## config.mk

```make
export PLATFORM = sky130hd
export DESIGN_NAME = qalu_front
export DESIGN_NICKNAME = d
export VERILOG_FILES = /design/src/design/qalu_pkg.sv /design/src/design/qalu_front.sv
export SDC_FILE = /design/constraint.sdc
export NUM_CORES = 2
export LEC_CHECK = 0
export BUFFER_PORTS_ARGS = -buffer_cell sky130_fd_sc_hd__buf_4
export CAP_MARGIN = 20
export CORE_ASPECT_RATIO = 0.7
export CORE_MARGIN = 3
export CORE_UTILIZATION = 50
export CTS_CLUSTER_SIZE = 30
export DETAILED_ROUTE_END_ITERATION = 10
export PLACE_DENSITY = 0.66
export SETUP_SLACK_MARGIN = 0.5
export SYNTH_ARGS = -nofsm -noshare
export SYNTH_HDL_FRONTEND = slang
export SYNTH_SLANG_ARGS = --single-unit
```

## constraint.sdc

```tcl
create_clock -name clk -period 3.6 [get_ports clk]
set_input_delay 0.18 -clock clk [delete_from_list [all_inputs] [get_ports clk]]
set_output_delay 0.18 -clock clk [all_outputs]
set_load 0.05 [all_outputs]
```

## src/design/qalu_pkg.sv

```systemverilog
// Shared types and constants for the Q24.8 fixed-point ALU.
// No dependencies; used by every module of the block.
`default_nettype none

package qalu_pkg;

	localparam int FRAC_BITS = 8;
	localparam int WORD_W    = 32;
	// Low bits of |product| that still matter after rounding and wrapping.
	localparam int MAG_W     = WORD_W + FRAC_BITS;
	// Divider works on |a| << (FRAC_BITS+1) to get one extra quotient bit for rounding.
	localparam int DIVD_W    = WORD_W + FRAC_BITS + 1;
	// Quotient bits kept: 32 result bits plus the rounding bit.
	localparam int QUO_W     = WORD_W + 1;

	typedef enum logic [3:0] {
		OP_ADD      = 4'd0,
		OP_SUB      = 4'd1,
		OP_MUL      = 4'd2,
		OP_DIV      = 4'd3,
		OP_CMP      = 4'd4,
		OP_MIN      = 4'd5,
		OP_MAX      = 4'd6,
		OP_INC      = 4'd7,
		OP_DEC      = 4'd8,
		OP_TO_INT   = 4'd9,
		OP_FROM_INT = 4'd10
	} opcode_t;

	// Request state handed along the divider chain.
	typedef struct packed {
		logic                  is_div;
		logic                  neg;
		logic [WORD_W-1:0]     res;
		logic                  lt;
		logic                  eq;
		logic                  gt;
		logic                  dz;
		logic [WORD_W-1:0]     den;
		logic [DIVD_W-1:0]     dvd;
		logic [WORD_W-1:0]     rem;
		logic [QUO_W-1:0]      quo;
	} chain_t;

endpackage

`default_nettype wire

```

## src/design/qalu_front.sv

```systemverilog
// Front end: decode, simple operations, multiply and divider setup.
// Three pipeline stages; depends on qalu_pkg.
`default_nettype none

module qalu_front (
	input  wire logic                        clk,
	input  wire logic                        arst_n,
	input  wire logic                        en,
	input  wire logic                        in_valid,
	input  wire logic [3:0]                  req_type,
	input  wire logic [qalu_pkg::WORD_W-1:0] operand_a,
	input  wire logic [qalu_pkg::WORD_W-1:0] operand_b,
	output logic                             out_valid,
	output qalu_pkg::chain_t                 out_data
);
	import qalu_pkg::*;

	chain_t                    c_d;
	logic                      is_mul_d;
	logic signed [2*WORD_W-1:0] prod_d;
	logic signed [WORD_W-1:0]  sa, sb;
	logic [WORD_W-1:0]         abs_a, abs_b;

	logic                      valid_s1, valid_s2, valid_s3;
	chain_t                    c_s1, c_s2, c_s3;
	logic                      is_mul_s1, is_mul_s2;
	logic [2*WORD_W-1:0]       prod_s1;
	logic                      pneg_s2;
	logic [MAG_W-1:0]          mag_s2;

	logic [MAG_W-1:0]          rnd_sum;
	logic [WORD_W-1:0]         rnd_mag;
	chain_t                    c_s2_d;

	assign sa    = operand_a;
	assign sb    = operand_b;
	assign abs_a = operand_a[WORD_W-1] ? (WORD_W'(0) - operand_a) : operand_a;
	assign abs_b = operand_b[WORD_W-1] ? (WORD_W'(0) - operand_b) : operand_b;
	assign prod_d = sa * sb;

	always_comb begin
		c_d        = '0;
		is_mul_d   = 1'b0;
		c_d.den    = abs_b;
		c_d.dvd    = {abs_a, {(FRAC_BITS+1){1'b0}}};
		c_d.neg    = operand_a[WORD_W-1] ^ operand_b[WORD_W-1];
		case (opcode_t'(req_type))
			OP_ADD:      c_d.res = operand_a + operand_b;
			OP_SUB:      c_d.res = operand_a - operand_b;
			OP_MUL:      is_mul_d = 1'b1;
			OP_DIV: begin
				if (operand_b == '0) begin
					c_d.res = operand_a;
					c_d.dz  = 1'b1;
				end else begin
					c_d.is_div = 1'b1;
				end
			end
			OP_CMP: begin
				c_d.lt = sa < sb;
				c_d.eq = sa == sb;
				c_d.gt = sa > sb;
			end
			OP_MIN:      c_d.res = (sa < sb) ? operand_a : operand_b;
			OP_MAX:      c_d.res = (sa > sb) ? operand_a : operand_b;
			OP_INC:      c_d.res = operand_a + WORD_W'(1);
			OP_DEC:      c_d.res = operand_a - WORD_W'(1);
			OP_TO_INT:   c_d.res = sa >>> FRAC_BITS;
			OP_FROM_INT: c_d.res = operand_a << FRAC_BITS;
			default:     c_d.res = '0;
		endcase
	end

	// rounding half away from zero on the magnitude
	assign rnd_sum = mag_s2 + MAG_W'(1 << (FRAC_BITS-1));
	assign rnd_mag = rnd_sum[MAG_W-1:FRAC_BITS];

	always_comb begin
		c_s2_d = c_s2;
		if (is_mul_s2)
			c_s2_d.res = pneg_s2 ? (WORD_W'(0) - rnd_mag) : rnd_mag;
	end

	always_ff @(posedge clk or negedge arst_n) begin
		if (!arst_n) begin
			valid_s1 <= 1'b0;
			valid_s2 <= 1'b0;
			valid_s3 <= 1'b0;
		end else if (en) begin
			valid_s1 <= in_valid;
			valid_s2 <= valid_s1;
			valid_s3 <= valid_s2;
		end
	end

	always_ff @(posedge clk) begin
		if (en) begin
			c_s1      <= c_d;
			is_mul_s1 <= is_mul_d;
			prod_s1   <= prod_d;

			c_s2      <= c_s1;
			is_mul_s2 <= is_mul_s1;
			pneg_s2   <= prod_s1[2*WORD_W-1];
			mag_s2    <= prod_s1[2*WORD_W-1] ? (MAG_W'(0) - prod_s1[MAG_W-1:0])
			                                 : prod_s1[MAG_W-1:0];

			c_s3 <= c_s2_d;
		end
	end

	assign out_valid = valid_s3;
	assign out_data  = c_s3;

endmodule

`default_nettype wire

```

==> flow_metrics.py <==
metrics = {
    "placement": {
        "placed_cells": 7834,
        "port_buffers": 174,
        "dpl-instance-area_um2": 65870,
        "pre_cts_setup_slack_ps": -3958,
        "dpl.hpwl_um": 147400,
        "gp_congestion": 0.9878,
    },
    "die": {
        "rows": 102,
        "die-height_um": 287.4,
        "initial_core_utilization_pct": 50.77,
        "io_pins": 249,
        "die_area_um2": 117300,
        "core-area_um2": 111400,
        "dieWidth_um": 408.0,
    },
    "setup_path": {
        "critPathMostFrequentCell": "fa_1",
        "worstSetupEndpointType": "flip-flop",
        "r2r_cells": 11,
        "worstPathArrival_ps": 7020,
        "critPathKind": "input pin to flip-flop",
        "crit-reg2reg-capture": "mag_s2[39]",
        "rrSetupSlack_ps": -220,
        "worstPathMaxFanout": 6,
        "critPathRequiredTime_ps": 3960,
        "startpoint_type": "input pin",
        "crit-reg2reg-launch": "prod_s1[2]",
        "slowest_stage": "fa_2",
        "critPathMaxStageDelay_ps": 550,
    },
    "timing": {
        "final-max-slew-violation-count": 0,
        "final.setup.worst_slack_ps": -3067,
        "max_slew.worst_pin.slew_ps": 954.2,
        "timing.max_slew.rel_slack_pct": 36.39,
        "final_hold_viol_count": 0,
        "rsz_0062_raised_after_global_routing": "true",
        "final_setup_fails": 66,
        "timing.fmax_mhz": 150.0,
        "clock_skew_ps": 48.53,
        "min_period_over_period_pct": 185.2,
        "finalWorstPathRequiredPeriod_ps": 6667,
    },
    "yosys": {
        "ys_async_sr_fraction_pct": 0.7772,
        "synth_cells": 5641,
        "edff_count_synth": 383,
        "synth_ff_type": "edfxtp_1",
        "synthesis.area_um2": 56570,
        "synth_warnings": 0,
        "syn_avg_cell_area_um2": 10.03,
        "synth.yosys.seq_area_share_pct": 20.46,
        "ys_ff_latch": 386,
        "synth_cell_types": 87,
    },
    "min_path": {
        "holdCritStartpoint": "req_type[2]",
        "worst_hold_path.endpoint": "c_s1[175]",
        "min_path_cells": 3,
        "timing.hold.worst.class": "input pin to flip-flop",
    },
    "outcome": {
        "run_status": "complete, but fails checks",
        "violated_checks": "negative setup slack",
    },
    "detailed_routing": {
        "dr_total_vias": 43010,
        "1st_pass_router_iterations": 8,
        "routed_length_per_instance_um": 22.19,
        "drt_iter0_drc": 3800,
        "route.detailed.drc": 0,
        "antenna_violating_nets_post_route": 0,
        "via_to_cell_ratio": 5.371,
        "routed_wl_um": 177700,
    },
    "global_routing": {
        "first_global_vias": 43970,
        "grt_overflow_total": 0,
        "grt_first_pass_wirelength_um": 271600,
        "grt_max_degree": 76,
        "initial_antenna_violation_count": 7,
        "global_route.usage.total_pct": 30.71,
    },
    "clock_network": {
        "later_pin_clock_latency_in_the_skew_report_ps": 590,
        "cts_made_buffers": 39,
        "max-clock-path-buffers": 3,
        "cts_tree": "done",
        "clock_sinks": 386,
        "htreeDepth": 2,
        "cts.reportedPaths.clkPinSlew_ps": 60,
        "cts.root.buffer_cell": "clkbuf_16",
    },
    "layout": {
        "post-route-cell-area_um2": 70440,
        "num-nets-final": 7909,
        "syn_to_final_growth_pct": 24.52,
        "nFillCells": 8898,
        "post-route-util_pct": 63.23,
        "final_cell_count_no_fill": 8009,
        "ratio_of_cells_with_drive_above_1_in_the_final_layout_pct": 25.11,
    },
    "job": {
        "drv.max_cap_violation_count": 0,
    },
}
-- logic make-up (layout without fill, tap and decap cells) --
family          after synthesis  in the layout  share of synthesized area [%]
buf+inv                    1522           2307                          10.61
flops                       386            386                          20.46
fa+ha+maj                  1367           1367                          44.62
simple gates               1535           1535                          13.13
xor+xnor                    269            269                          4.165
other cells                   1             76                       0.006629
compound gates              519            519                          6.178
mux                          42             42                         0.8206
-- Yosys cell counts (18+ instances only) --
cell type     n  area [um^2]
nor4_1       23        143.9
fa_1       1084        21700
and3_1       21        131.4
and2_1      339         2121
clkbuf_1    270         1013
nor2_1      188        705.7
o21ai_0     108        540.5
a21oi_1      97        485.5
edfxtp_1    383        11500
nand2_1     702         2635
nand4_1      32        200.2
nor3_1       48        240.2
mux2_2       35        394.1
nand3_1      42        210.2
o21ai_1      31        155.2
ha_1        283         3541
o31ai_1      26        195.2
or3_1        33        206.5
a21o_1       48        360.4
a221o_1      22        220.2
buf_4        74        555.5
xor2_1       54        473.0
buf_1        34        127.6
o21bai_1     18        135.1
inv_1      1136         4264
xnor2_1     215         1883
nand2b_1     34        212.7
-- layout make-up --
class | instances | area (um^2) | area share (%)
inverter | 1138 | 4303 | 6.108
tap | 1508 | 1887 | 2.679
timing repair buffer | 1099 | 9678 | 13.74
clock buffer | 48 | 1010 | 1.433
multi-input combinational | 3806 | 41680 | 59.17
sequential | 386 | 11580 | 16.43
antenna | 2 | 5.005 | 0.007105
clock inverter | 22 | 306.5 | 0.4352
-- repair_timing --
item                                   4_1_cts  5_1_grt
hold buffers                                 4        0
buffers inserted                            40       51
setup endpoints to repair                   97      105
cloned                                       6        1
pin swaps                                  157      145
gates resized for setup                    280      240
endpoints found under the hold margin        5        0
-- stage by stage --
step | setup TNS (ps) | hold slack [ps]
floorplan | -86430 | -115.6
global placement | -138920 | -29.83
detailed placement | -140830 | -28.70
CTS | -90130 | 67.34
global route | -103030 | 72.23
finish | -95040 | 99.80
-- sequential cells by signal, indices dropped and copies added (netlist names) --
name and cells:
prod_s1 41, c_s1 102, out_data 102, valid_s1 1, valid_s2 1, pneg_s2 1
out_valid 1, c_s2 102, is_mul_s2 1, mag_s2 33, is_mul_s1 1
-- critical path, delay by kind of cell --
kind,cells,cell delay (ps)
adder cells (fa/ha/maj),9,4220
AO/OA/AOI/OAI,9,1790
buffers and inverters,8,590
AND/OR/NAND/NOR,1,160
XOR/XNOR,1,80
-- metal layers --
metal  up-vias  share of wire [%]  GRT usage [%]
li1      18990                  -              -
met1     21690                 44          47.38
met2      2089                 41          42.39
met3       246                 13          9.074
met4         4                2.6          6.983
met5         -              0.013              0
-- layout by cell type (no fill, tap or decap), drive strengths merged, types with 42 or more instances in the layout --
cell / instances
inv: 1138
buf: 1091
fa: 1084
nand2: 702
edfxtp: 383
and2: 339
ha: 283
xnor2: 215
nor2: 188
o21ai: 140
a21oi: 97
conb: 74
xor2: 54
clkbuf: 49
nor3: 49
a21o: 48
nand3: 42
-- worst max-delay path by stage --
stage	from	endpoint	cells after the start	slack, ps
after floorplan	operand_a[31]	prod_s1[63]	30	-3410
after global placement	operand_a[31]	prod_s1[63]	30	-3900
after detailed placement	operand_a[31]	prod_s1[63]	30	-3960
after CTS	operand_a[31]	prod_s1[63]	24	-3040
after global routing	operand_a[31]	prod_s1[63]	30	-3220
final	operand_b[12]	prod_s1[38]	28	-3070
Power is left out: the tool's default activity adds up to more than one toggle a clock period on the data nets, which glitch-free logic cannot reach.
