File: config.mk
export PLATFORM = sky130hd
export DESIGN_NAME = qalu_back
export DESIGN_NICKNAME = d
export VERILOG_FILES = /design/src/design/qalu_pkg.sv /design/src/design/qalu_back.sv
export SDC_FILE = /design/constraint.sdc
export NUM_CORES = 1
export LEC_CHECK = 0
export ABC_AREA = 1
export BUFFER_PORTS_ARGS = -buffer_cell sky130_fd_sc_hd__buf_2
export CAP_MARGIN = 20
export CORE_AREA = 4 4 100 102
export DETAILED_ROUTE_END_ITERATION = 10
export DIE_AREA = 0 0 104 106
export PLACE_DENSITY = 0.77
export SLEW_MARGIN = 25
export SYNTH_ARGS = -nofsm -noshare
export SYNTH_HDL_FRONTEND = slang
export SYNTH_SLANG_ARGS = --single-unit
File: constraint.sdc
create_clock -name clk -period 0.8 [get_ports clk]
set_input_delay 0.08 -clock clk [delete_from_list [all_inputs] [get_ports clk]]
set_output_delay 0.08 -clock clk [all_outputs]
set_load 0.02 [all_outputs]
File: src/design/qalu_pkg.sv
// Shared types and constants for the Q24.8 fixed-point ALU.
// No dependencies; used by every module of the block.
`default_nettype none

package qalu_pkg;

	localparam int FRAC_BITS = 8;
	localparam int WORD_W    = 32;
	// Low bits of |product| that still matter after rounding and wrapping.
	localparam int MAG_W     = WORD_W + FRAC_BITS;
	// Divider works on |a| << (FRAC_BITS+1) to get one extra quotient bit for rounding.
	localparam int DIVD_W    = WORD_W + FRAC_BITS + 1;
	// Quotient bits kept: 32 result bits plus the rounding bit.
	localparam int QUO_W     = WORD_W + 1;

	typedef enum logic [3:0] {
		OP_ADD      = 4'd0,
		OP_SUB      = 4'd1,
		OP_MUL      = 4'd2,
		OP_DIV      = 4'd3,
		OP_CMP      = 4'd4,
		OP_MIN      = 4'd5,
		OP_MAX      = 4'd6,
		OP_INC      = 4'd7,
		OP_DEC      = 4'd8,
		OP_TO_INT   = 4'd9,
		OP_FROM_INT = 4'd10
	} opcode_t;

	// Request state handed along the divider chain.
	typedef struct packed {
		logic                  is_div;
		logic                  neg;
		logic [WORD_W-1:0]     res;
		logic                  lt;
		logic                  eq;
		logic                  gt;
		logic                  dz;
		logic [WORD_W-1:0]     den;
		logic [DIVD_W-1:0]     dvd;
		logic [WORD_W-1:0]     rem;
		logic [QUO_W-1:0]      quo;
	} chain_t;

endpackage

`default_nettype wire

File: src/design/qalu_back.sv
// Output stage: rounds and signs the quotient, holds the result for the consumer.
// Depends on qalu_pkg.
`default_nettype none

module qalu_back (
	input  wire logic       clk,
	input  wire logic       arst_n,
	input  wire logic       en,
	input  wire logic       in_valid,
	input  wire qalu_pkg::chain_t in_data,
	output logic            out_valid,
	output logic [qalu_pkg::WORD_W-1:0] out_value,
	output logic            out_lt,
	output logic            out_eq,
	output logic            out_gt,
	output logic            out_dz
);
	import qalu_pkg::*;

	logic [QUO_W:0]    q_sum;
	logic [WORD_W-1:0] q_mag;
	logic [WORD_W-1:0] value_d;
	logic              valid_q;
	logic [WORD_W-1:0] value_q;
	logic              lt_q, eq_q, gt_q, dz_q;

	// quotient carries one extra bit: (q2 + 1) >> 1 rounds half away from zero
	assign q_sum   = {1'b0, in_data.quo} + (QUO_W+1)'(1);
	assign q_mag   = q_sum[WORD_W:1];
	assign value_d = in_data.is_div ? (in_data.neg ? (WORD_W'(0) - q_mag) : q_mag)
	                                : in_data.res;

	always_ff @(posedge clk or negedge arst_n) begin
		if (!arst_n) begin
			valid_q <= 1'b0;
		end else if (en) begin
			valid_q <= in_valid;
		end
	end

	always_ff @(posedge clk) begin
		if (en) begin
			value_q <= value_d;
			lt_q    <= in_data.lt;
			eq_q    <= in_data.eq;
			gt_q    <= in_data.gt;
			dz_q    <= in_data.dz;
		end
	end

	assign out_valid = valid_q;
	assign out_value = value_q;
	assign out_lt    = lt_q;
	assign out_eq    = eq_q;
	assign out_gt    = gt_q;
	assign out_dz    = dz_q;

endmodule

`default_nettype wire

==> results of run 1 <==
## final timing paths
kind                       startpoint            end  slack (ps)  cells past startpoint
setup reg to reg            out_valid      out_valid          30                      1
max in group asynchronous      arst_n      out_valid         610                      2
min in group asynchronous      arst_n      out_valid          90                      2
setup / recovery           in_data[0]  out_value[19]       -1150                     17
hold reg to reg             out_valid      out_valid         530                      1
hold / removal               in_valid      out_valid          20                      2
## Yosys cell counts (all sizes together)
library cell,number
nand2,230
nor2,83
inv,60
nand3,60
edfxtp,36
o21ai,32
xor2,14
a21oi,7
clkbuf,6
nand4,6
nand3b,5
xnor2,4
buf,3
a31oi,2
ha,2
and2,1
clkinv,1
dfrtp,1
mux2,1
nor3,1
o21bai,1
## final cells by class
cell class	instances	area (sq um)	share of cell area [%]
multi-input cells	449	2830	43.9
inverters	61	239	3.71
repair buffers	265	2010	31.3
clock buffers	7	86.3	1.34
clock inverters	1	30.0	0.466
well taps	111	139	2.16
flip-flops and latches	37	1110	17.2
## what timing repair did
| action | CTS | global route |
|---|---|---|
| hold buffers | 5 | 0 |
| pin swaps | 59 | 52 |
| hold endpoints to repair | 5 | 0 |
| resized for setup | 112 | 80 |
| gates cloned | 0 | 0 |
| endpoints found under the setup margin | 68 | 68 |
| setup buffers | 16 | 15 |
## where the power goes
part	switching (W)	internal, W	total (W)
combinational	0.00151	0.00129	0.00281
sequential	0.0000737	0.00236	0.00243
clock	0.000640	0.00102	0.00166
## sequential cells by signal (all words and copies together), names as in the netlist
signal	count
out_eq	1
out_gt	1
out_value	32
out_lt	1
out_dz	1
out_valid	1
## cell families after synthesis
group	after synthesis
AO/OA/AOI/OAI	42
XOR/XNOR	18
adder cells (fa/ha/maj)	2
buffers and inverters	70
flip-flops	37
multiplexers	1
AND/OR/NAND/NOR	386
## metal layers
metal	global-route usage, %	up-vias
li1	-	2298
met1	28.9	2186
met2	41.2	215
met3	3.04	59
met4	8.74	0
met5	0	-
## metrics by stage
stage	setup TNS (ps)	setup WS, ps	cell area, sq um	util [%]
3_3_place_gp	-34690	-1360	5310	58.3
2_1_floorplan	-24090	-975	3680	-
6_report	-31880	-1150	6440	70.7
3_5_place_dp	-36480	-1360	5310	58.3
4_1_cts	-27260	-949	6020	66.1
5_1_grt	-35300	-1220	6440	70.7
==> key figures, run 1 <==
Routing
  • DRT Pass-1 Iters: 5
  • WL/cell: 15.2 microns
  • Total Routed Length: 14.1 mm
  • Vias post-DR: 4758
  • Drt drc: 0
  • Via/cell ratio: 5.11
  • DR WL met3: 895 microns
  • Met1 WL: 5.74 mm
  • Initial drt markers: 274
  • Top Layer Used: met4
  • Antenna-violating nets left: 0
  • Met2 wire length: ~6.8 mm

Clock tree
  • Sink Count: 37
  • CTS tree: yes
  • CTS clk-pin slew, worst paths: 70 ps
  • Clock latency on the worst-skew pair: 280 ps
  • Clk root buf: clkbuf_8
  • Num CTS Buffers: 5
  • Longest Clk Path Bufs: 2
  • H-tree level count: 2

Logic synthesis
  • Netlist cell types: 32
  • Syn_nets: 738
  • Fraction of the mapped netlist area in simple logic gates: between 40% and 50%
  • Fraction of the mapped netlist area in compound gates: under 10%
  • Yosys reg bits: 37
  • Sequential area share after synthesis: 30.9%
  • Mapped Avg Cell Area: 6.44 sq um
  • YS warnings: 0
  • Synth top area share: 30.2%
  • Post-synthesis mux area share: less than 1%
  • Post-synthesis adder-cell area fraction: 0.699%
  • Post-Synth XOR/XNOR Area: 4.41%
  • Area contributors post-synth: edfxtp_1 (30%), nand2_1 (22%), nand3_1 (8.0%)
  • Cell count after synthesis: 556
  • Synthesized cell area: about 3600 sq um
  • Largest family of logic cells by synthesized area: simple AND/OR/NAND/NOR gates
  • Synth area leader: edfxtp_1

GRT
  • All-Layer GR Usage: 23.3%
  • Pin count of the biggest net entering global routing: 30
  • First-pass GRT wire length: 21.3 mm
  • Total grt overflow: 0
  • Antenna violations before repair: 0
  • Vias in the first global route: roughly 4.6k

Floorplanning
  • Die area: 11000 sq um
  • Row Count: 35
  • Core Footprint: between 9000 and 10000 sq um
  • I/O pin total: ~220
  • Floorplan die width: 104 microns
  • Initial Util: between 30% and 40%
  • Die span in y: 106 microns

Critical path
  • Worst-path fanout max: 6
  • Crit path max-delay family: simple AND/OR/NAND/NOR gates
  • Startpoint type of the worst setup path: input port
  • Crit path max-delay cell type: o21ai_2
  • Worst Path Buf+Inv: 3
  • Cell Chain, Critical Path: buf_8 > ha_4 > nand2_4 > nor2_8 > nand2_4 > inv_4 > nand2_4 > nand2_4 > inv_4 > nor2_4 > nand2_1 > nor2_1 > nand2_1 > o21ai_2 > nand3_1 > nand3_2 > nand2_1
  • Worst EP required: 840 ps
  • Setup CP Type: in2reg
  • Crit-path max cell delay: 230 ps
  • Critical Path Most Common Cell: nand2_4
  • Crit end category: flip-flop
  • Worst EP arrival: 1990 ps

Run status
  • Failing checks: setup timing
  • Outcome: complete, but fails checks

Final layout
  • Area delta synth->final: 80.1%
  • Share of layout cells above drive strength 1: about half
  • Nets: 1001
  • Ant. Diodes: 0
  • Filler cells: 673
  • Final instance count without filler cells: 931
  • Most common cell after layout, fill and taps aside: nand2_1
  • Most frequent cells in the layout: nand2_1 (186), buf_4 (131), buf_2 (85)

Timing
  • Fin. Hold Viols: 0
  • Endpoints failing setup: 68
  • Highest Clock Rate: 513 MHz
  • WHS: about 21 ps
  • Post-layout min period: just under 2000 ps
  • Worst Tran Pin Value: 361 ps
  • RSZ-0062 raised after global routing: yes
  • Skew final: 0 ps
  • Max Transition Viols Final: 0
  • Tcrit/Tclk final: 244%
  • Slew margin rel.: 75.8%
  • Setup ws final: -1150 ps

Power
  • Leakage: 3.11 nW
  • Peak VDD IR: 0.000584 V
  • Tot Pwr: 0.00690 W
  • Power per cell area: 1070 nW/um^2

Min path
  • Hold Path Class: in2reg

Placement
  • Hpwl dp: 9.85 mm
  • GP Congestion: 0.882
  • Placed cell count: around 900
  • IO Port Bufs: 111

Flow run
  • Max-cap violations: 0
(Power assumes the default switching activity.)
==> inputs of run 2 (changes only) <==
--- a/config.mk
+++ b/config.mk
@@ -5,12 +5,11 @@
 export SDC_FILE = /design/constraint.sdc
 export NUM_CORES = 1
 export LEC_CHECK = 0
-export ABC_AREA = 1
 export BUFFER_PORTS_ARGS = -buffer_cell sky130_fd_sc_hd__buf_2
 export CAP_MARGIN = 20
-export CORE_AREA = 4 4 100 102
+export CORE_AREA = 4 4 98 100
 export DETAILED_ROUTE_END_ITERATION = 10
-export DIE_AREA = 0 0 104 106
+export DIE_AREA = 0 0 102 104
 export PLACE_DENSITY = 0.77
 export SLEW_MARGIN = 25
 export SYNTH_ARGS = -nofsm -noshare
==> run 2 against run 1 <==
The flow still finishes with violations (setup timing). Critical endpoint is now out_value[26]. Die area shrank 3.8%. Sequential share of layout area increased by 0.94 points. Clock skew is the same. Worst setup slack worse by 560 ps. Sequential cell count unchanged. Worst hold slack gained 21 ps.
==> key figures, run 2 <==
Final layout
  • Nets: 783 (was 1001)
  • Final instance count without filler cells: 710 (was 931)
  • Share of layout cells above drive strength 1: 63.5% (was 51.1%)
  • Max reg flops: 32 (unchanged)
  • Most frequent cells in the layout: buf_4 (140), buf_2 (84), buf_6 (41) (was nand2_1 (186), buf_4 (131), buf_2 (85))
  • Area delta synth->final: 84.0% (was 80.1%)
  • Ant. Diodes: 0 (unchanged)
  • Most common cell after layout, fill and taps aside: buf_4 (was nand2_1)
  • Fin util: 70.4% (was 70.7%)

Power
  • Sw Ratio: 30.4% (was 32.3%)
  • Power per cell area: 1110 nW/um^2 (was 1070 nW/um^2)
  • Peak VDD IR: 0.000936 V (was 0.000584 V)
  • Sequential power share: 35.9% (was 35.3%)
  • Logic pwr share: 39.2% (was 40.7%)
  • Clk network pwr share: 24.9% (was 24.0%)
  • Leakage: 2.58 nW (was 3.11 nW)
  • Tot Pwr: 0.00680 W (was 0.00690 W)
  • Switching pwr: 0.00207 W (was 0.00223 W)
  • Int Power: 0.00473 W (was 0.00467 W)

GRT
  • Total grt overflow: 0 (unchanged)
  • First-pass GRT wire length: 18.8 mm (was 21.3 mm)
  • Vias in the first global route: 3950 (was 4563)
  • Antenna violations before repair: 0 (unchanged)
  • Pin count of the biggest net entering global routing: 31 (was 30)
  • All-Layer GR Usage: 21.9% (was 23.3%)

Clock tree
  • Clk root buf: clkbuf_8 (unchanged)
  • Clock latency on the worst-skew pair: 280 ps (about the same)
  • CTS tree: yes (unchanged)
  • CTS clk-pin slew, worst paths: 70 ps (about the same)
  • H-tree level count: 2 (unchanged)
  • Longest Clk Path Bufs: 2 (unchanged)
  • Sink Count: 37 (unchanged)
  • Num CTS Buffers: 5 (unchanged)

Logic synthesis
  • FFs w/ async S/R, synth: 2.70% (unchanged)
  • Synth area leader: edfxtp_1 (unchanged)
  • Syn_nets: 518 (was 738)
  • Post-synth EDFFs: 36 (unchanged)
  • Post-synth top cells: xnor2_1 (39), edfxtp_1 (36), nand2_1 (28) (was nand2_1 (214), nor2_1 (59), nand3_1 (57))
  • YS warnings: 0 (unchanged)
  • Top_reg_cell synth: edfxtp_1 (unchanged)
  • Yosys reg bits: 37 (unchanged)
  • Synthesized cell area: 3320 sq um (was 3580 sq um)
  • Mapped Avg Cell Area: 9.88 sq um (was 6.44 sq um)
  • Sequential area share after synthesis: 33.3% (was 30.9%)
  • Netlist cell types: 55 (was 32)
  • Cell count after synthesis: 336 (was 556)
  • Area contributors post-synth: edfxtp_1 (33%), xnor2_1 (10%), mux2_2 (7.8%) (was edfxtp_1 (30%), nand2_1 (22%), nand3_1 (8.0%))
  • Most frequent cell after synthesis: xnor2_1 (was nand2_1)
  • Synth top area share: 32.6% (was 30.2%)

Floorplanning
  • I/O pin total: 217 (unchanged)
  • Die area: 10600 sq um (was 11000 sq um)
  • Initial Util: 38.3% (was 39.3%)
  • Die span in y: 104 microns (was 106 microns)
  • Core Footprint: 8680 sq um (was 9110 sq um)
  • Row Count: 34 (was 35)
  • Floorplan die width: 102 microns (was 104 microns)

Timing
  • Highest Clock Rate: 399 MHz (was 513 MHz)
  • Fin. Hold Viols: 0 (unchanged)
  • Skew final: 0 ps (unchanged)
  • Setup TNS: -44000 ps (was -31880 ps)
  • Slew margin rel.: 51.4% (was 75.8%)
  • Setup ws final: -1710 ps (was -1150 ps)
  • Post-layout min period: 2510 ps (was 1950 ps)
  • Endpoints failing setup: 68 (unchanged)
  • Worst Tran Pin Value: 726 ps (was 361 ps)
  • Tcrit/Tclk final: 313% (was 244%)
  • RSZ-0062 raised after global routing: yes (unchanged)
  • Max Transition Viols Final: 0 (unchanged)

Routing
  • Drt drc: 0 (unchanged)
  • DRT Pass-1 Iters: 5 (unchanged)
  • Total Routed Length: 13.4 mm (was 14.1 mm)
  • Initial drt markers: 208 (was 274)
  • Vias post-DR: 3960 (was 4758)
  • WL/cell: 18.8 microns (was 15.2 microns)
  • Via/cell ratio: 5.58 (was 5.11)
  • Antenna-violating nets left: 0 (unchanged)

Critical path
  • FF-to-FF Start: out_valid (unchanged)
  • Reg2reg end: out_valid (unchanged)
  • Crit path max-delay cell type: a2111o_4 (was o21ai_2)
  • Cell Chain, Critical Path: buf_8 > ha_4 > and4_4 > nand4_1 > xor2_1 > nand4b_1 > buf_4 > a2111o_4 > buf_6 > o41ai_4 > xnor2_1 > o21ai_1 (was buf_8 > ha_4 > nand2_4 > nor2_8 > nand2_4 > inv_4 > nand2_4 > nand2_4 > inv_4 > nor2_4 > nand2_1 > nor2_1 > nand2_1 > o21ai_2 > nand3_1 > nand3_2 > nand2_1)
  • Crit end category: flip-flop (unchanged)
  • Worst-path fanout max: 7 (was 6)
  • Setup CP Type: in2reg (unchanged)
  • Worst EP arrival: 2540 ps (was 1990 ps)
  • Worst Reg-to-Reg Cells: 1 (unchanged)
  • Startpoint type of the worst setup path: input port (unchanged)
  • Crit path max-delay family: compound AO/OA/AOI/OAI gates (was simple AND/OR/NAND/NOR gates)
  • Crit-path max cell delay: 450 ps (was 230 ps)
  • Worst Path Buf+Inv: 3 (unchanged)
  • Worst EP required: 830 ps (was 840 ps)
  • Internal reg-to-reg setup slack: 20 ps (was 30 ps)

Placement
  • Pre-CTS WS: -2090 ps (was -1360 ps)
  • Placed cell count: 661 (was 889)
  • GP Congestion: 0.900 (was 0.882)
  • Hpwl dp: 8.73 mm (was 9.85 mm)
  • IO Port Bufs: 111 (unchanged)

Min path
  • Hold Path Depth: 2 (unchanged)
  • Hold Path Class: in2reg (unchanged)
  • HP Start: in_valid (unchanged)
  • Min-Delay Endpoint: out_valid (unchanged)

Run status
  • Outcome: complete, but fails checks (unchanged)
  • Failing checks: setup timing (unchanged)

Flow run
  • Max-cap violations: 0 (unchanged)
[run 2: cell families after synthesis]
group	Yosys count	synth area share, %
adder cells (fa/ha/maj)	2	0.753
buffers and inverters	22	3.65
AND/OR/NAND/NOR	137	25.9
multiplexers	23	7.80
AO/OA/AOI/OAI	59	13.8
XOR/XNOR	56	14.8
flip-flops	37	33.3
[run 2: metal layers]
layer  track usage [%]  up-vias  part of all wire, %
li1                  -     1816                    -
met1              25.2     1902                   36
met2              40.0      189                   53
met3              2.88       53                  6.5
met4              8.15        0                  4.1
met5                 0        -                    0
[run 2: power groups by stage]
stage               Sequential (W)  Combinational (W)  Clock, W
floorplan                  0.00273           0.000812         0
global placement           0.00245            0.00203         0
detailed placement         0.00246            0.00208         0
CTS                        0.00242            0.00234   0.00169
global route               0.00245            0.00280   0.00177
finish                     0.00244            0.00267   0.00169
[run 2: worst max-delay path by stage]
stage	cells past startpoint	to	start	slack [ps]
after floorplan	12	out_value[27]	in_data[0]	-1810
after global placement	10	out_value[27]	in_data[0]	-1940
after detailed placement	11	out_value[23]	in_data[0]	-2090
after CTS	10	out_value[27]	in_data[1]	-1540
after global routing	12	out_value[26]	in_data[1]	-1790
final	12	out_value[26]	in_data[1]	-1710
[run 2: final cells by class]
| class | instances | area (sq um) |
|---|---|---|
| tap | 108 | 135 |
| timing repair buffer | 275 | 2080 |
| clock inverter | 1 | 30.0 |
| clock buffer | 7 | 86.3 |
| fill | 575 | 2570 |
| multi-input combinational | 277 | 2650 |
| sequential | 37 | 1110 |
| inverter | 5 | 18.8 |
[run 2: per-stage QoR]
step	hold slack [ps]	area (sq um)
floorplan	-216	3450
global placement	-145	4970
detailed placement	-144	4970
CTS	22.8	5700
global route	35.0	6110
finish	42.6	6110
[run 2: what timing repair did]
item                                   in CTS  in global routing
pin swaps                                  38                 35
buffers inserted                           25                 14
endpoints found under the hold margin       5                  0
setup endpoints to repair                  69                 69
hold buffers                                5                  0
resized for setup                          88                 72
==> inputs of run 3 (changes only) <==
--- a/config.mk
+++ b/config.mk
@@ -5,12 +5,13 @@
 export SDC_FILE = /design/constraint.sdc
 export NUM_CORES = 1
 export LEC_CHECK = 0
+export ABC_AREA = 1
 export BUFFER_PORTS_ARGS = -buffer_cell sky130_fd_sc_hd__buf_2
 export CAP_MARGIN = 20
-export CORE_AREA = 4 4 98 100
+export CORE_AREA = 4 4 100 102
 export DETAILED_ROUTE_END_ITERATION = 10
-export DIE_AREA = 0 0 102 104
-export PLACE_DENSITY = 0.77
+export DIE_AREA = 0 0 104 106
+export PLACE_DENSITY = 0.78
 export SLEW_MARGIN = 25
 export SYNTH_ARGS = -nofsm -noshare
 export SYNTH_HDL_FRONTEND = slang
==> constraint.sdc (replaced) <==
create_clock -name clk -period 2.2 [get_ports clk]
set_input_delay 0.22 -clock clk [delete_from_list [all_inputs] [get_ports clk]]
set_output_delay 0.22 -clock clk [all_outputs]
set_load 0.02 [all_outputs]
==> run 3 against run 2 <==
The flow now finishes without violations. Total power decreased by 71%. Die area increased by 3.9%. Sequential share of layout area increased by 5.7 points. Combinational power decreased by 75%. Critical endpoint is now out_value[20]. Utilization decreased by 19 points. Routed wire length decreased by 22%. Global-route usage decreased by 3.3 points. Clock skew unchanged. Non-clock buffer count decreased by 123. Sequential power decreased by 64%. Via count decreased by 0.20%.
==> key figures, run 3 (synthesis results as in run 1) <==
Timing
  • Highest Clock Rate: around 480 MHz
  • WHS: 113 ps (was 42.6 ps)
  • Worst Tran Pin Value: 560 ps (was 726 ps)
  • Endpoints failing setup: 0 (was 68)
  • Fin. Hold Viols: 0 (unchanged)
  • Slew margin rel.: 62.7% (was 51.4%)
  • Skew final: 0 ps (unchanged)
  • Post-layout min period: around 2100 ps
  • Max Transition Viols Final: 0 (unchanged)
  • Tcrit/Tclk final: 94.0%

Routing
  • WL/cell: 12.7 microns (was 18.8 microns)
  • Initial drt markers: 188 (was 208)
  • Drt drc: 0 (unchanged)
  • Total Routed Length: 10.4 mm (was 13.4 mm)
  • Via/cell ratio: 4.83 (was 5.58)
  • Vias post-DR: 3952 (was 3960)
  • Antenna-violating nets left: 0 (unchanged)
  • DRT Pass-1 Iters: 5 (unchanged)

Final layout
  • Nets: 888 (was 783)
  • Share of layout cells above drive strength 1: 30.8% (was 63.5%)
  • Area delta synth->final: 30.0% (was 84.0%)
  • Most common cell after layout, fill and taps aside: nand2_1 (was buf_4)
  • Filler cells: 919 (was 575)
  • Max reg flops: 32 (unchanged)
  • Final instance area: 4650 sq um (was 6110 sq um)
  • Most frequent cells in the layout: nand2_1 (213), buf_2 (111), nor2_1 (58) (was buf_4 (140), buf_2 (84), buf_6 (41))
  • Ant. Diodes: 0 (unchanged)

Critical path
  • Crit path max-delay cell type: ha_2 (was a2111o_4)
  • Crit-path max cell delay: 200 ps (was 450 ps)
  • Worst EP required: 2240 ps (was 830 ps)
  • Setup CP Type: in2reg (unchanged)
  • Worst EP arrival: 2100 ps (was 2540 ps)
  • Critical Path Most Common Cell: nand3_1
  • Crit path max-delay family: simple AND/OR/NAND/NOR gates (was compound AO/OA/AOI/OAI gates)
  • Worst-path fanout max: 5 (was 7)
  • Worst Path Buf+Inv: 2 (was 3)
  • Startpoint type of the worst setup path: input port (unchanged)
  • Crit end category: flip-flop (unchanged)
  • Cell Chain, Critical Path: buf_2 > ha_2 > xor2_1 > inv_1 > ha_1 > nand3_1 > nor2_2 > nand2_2 > nor2_2 > nand3_1 > nand2_2 > nand2_4 > nor2_4 > nand3_1 > nand3_1 > nand2_1 (was buf_8 > ha_4 > and4_4 > nand4_1 > xor2_1 > nand4b_1 > buf_4 > a2111o_4 > buf_6 > o41ai_4 > xnor2_1 > o21ai_1)

Floorplanning
  • Floorplan die width: 104 microns (was 102 microns)
  • Die area: 11000 sq um (was 10600 sq um)
  • Initial Util: 39.3% (was 38.3%)
  • I/O pin total: 217 (unchanged)
  • Die span in y: 106 microns (was 104 microns)
  • Row Count: 35 (was 34)
  • Core Footprint: 9110 sq um (was 8680 sq um)

GRT
  • Vias in the first global route: 3736 (was 3950)
  • Pin count of the biggest net entering global routing: 28 (was 31)
  • Total grt overflow: 0 (unchanged)
  • Antenna violations before repair: 0 (unchanged)
  • All-Layer GR Usage: 18.6% (was 21.9%)
  • First-pass GRT wire length: 17.1 mm (was 18.8 mm)

Run status
  • Outcome: finished, final reports clean (was complete, but fails checks)

Min path
  • Hold Path Class: in2reg (unchanged)

Power
  • Leakage: 2.32 nW (was 2.58 nW)
  • Peak VDD IR: 0.000194 V (was 0.000936 V)
  • Tot Pwr: 0.00197 W (was 0.00680 W)
  • Power per cell area: 424 nW/um^2 (was 1110 nW/um^2)

Clock tree
  • CTS clk-pin slew, worst paths: 70 ps (about the same)
  • CTS tree: yes (unchanged)
  • Clock latency on the worst-skew pair: 280 ps (about the same)
  • Longest Clk Path Bufs: 2 (unchanged)
  • Num CTS Buffers: 5 (unchanged)
  • Post-CTS setup buffer count: 0 (was 25)
  • Clk root buf: clkbuf_8 (unchanged)
  • Sink Count: 37 (unchanged)
  • H-tree level count: 2 (unchanged)

Placement
  • GP Congestion: 0.930 (was 0.900)
  • DP Area: 4540 sq um (was 4970 sq um)
  • Hpwl dp: 8.92 mm (was 8.73 mm)
  • IO Port Bufs: 111 (unchanged)

Flow run
  • Max-cap violations: 0 (unchanged)
==> run 3: cell count changes in the layout (fill, tap and decap cells not counted), sizes merged, moves of 35 or more <==
cell   change
inv       +55
buf      -119
xnor2     -35
nand3     +41
nand2    +201
nor2      +68
==> run 3: final timing paths <==
kind / from / slack (ps) / depth (start not counted) / endpoint
hold reg to reg: out_valid / 510 / 1 / out_valid
setup / recovery: in_data[0] / 130 / 16 / out_value[20]
min in group asynchronous: arst_n / 240 / 2 / out_valid
setup reg to reg: out_valid / 1460 / 1 / out_valid
max in group asynchronous: arst_n / 1870 / 2 / out_valid
hold / removal: in_data[140] / 110 / 1 / out_eq
==> run 3: routing by layer <==
metal  vias up  wire, microns  global-route usage [%]
li1       2075              -                       -
met1      1749           4850                    24.8
met2       120           4850                    32.1
met3         8            562                    2.37
met4         0            108                    4.46
met5         -              0                       0
==> run 3: area by class of cell <==
cell class | count | area [sq um] | share of cell area, %
clock buffer | 6 | 72.6 | 1.56
multi-input combinational | 449 | 2230 | 47.9
sequential | 37 | 1110 | 23.8
inverter | 61 | 229 | 4.92
clock inverter | 2 | 10.0 | 0.215
tap | 111 | 139 | 2.99
timing repair buffer | 152 | 866 | 18.6
==> run 3: what timing repair did <==
| action | CTS | global route |
|---|---|---|
| hold buffers | 1 | 0 |
| hold endpoints to repair | 1 | 0 |
| gates resized for setup | 0 | 6 |
| endpoints found under the setup margin | 0 | 12 |
==> run 3: power breakdown <==
part / switching (W) / internal (W)
combinational: 0.000416 / 0.000240
clock: 0.000225 / 0.000219
sequential: 0.0000152 / 0.000856
total: 0.000655 / 0.00132
==> run 3: stage by stage <==
| stage | std cells | util [%] | setup WS (ps) | setup TNS (ps) |
|---|---|---|---|---|
| global route | 818 | 51.1 | -22.3 | -41.2 |
| detailed placement | 809 | 49.8 | -225 | -2480 |
| global placement | 809 | 49.8 | -131 | -1270 |
| finish | 818 | 51.1 | 131 | 0 |
| CTS | 818 | 50.8 | 77.8 | 0 |
| floorplan | 556 | - | 153 | 0 |
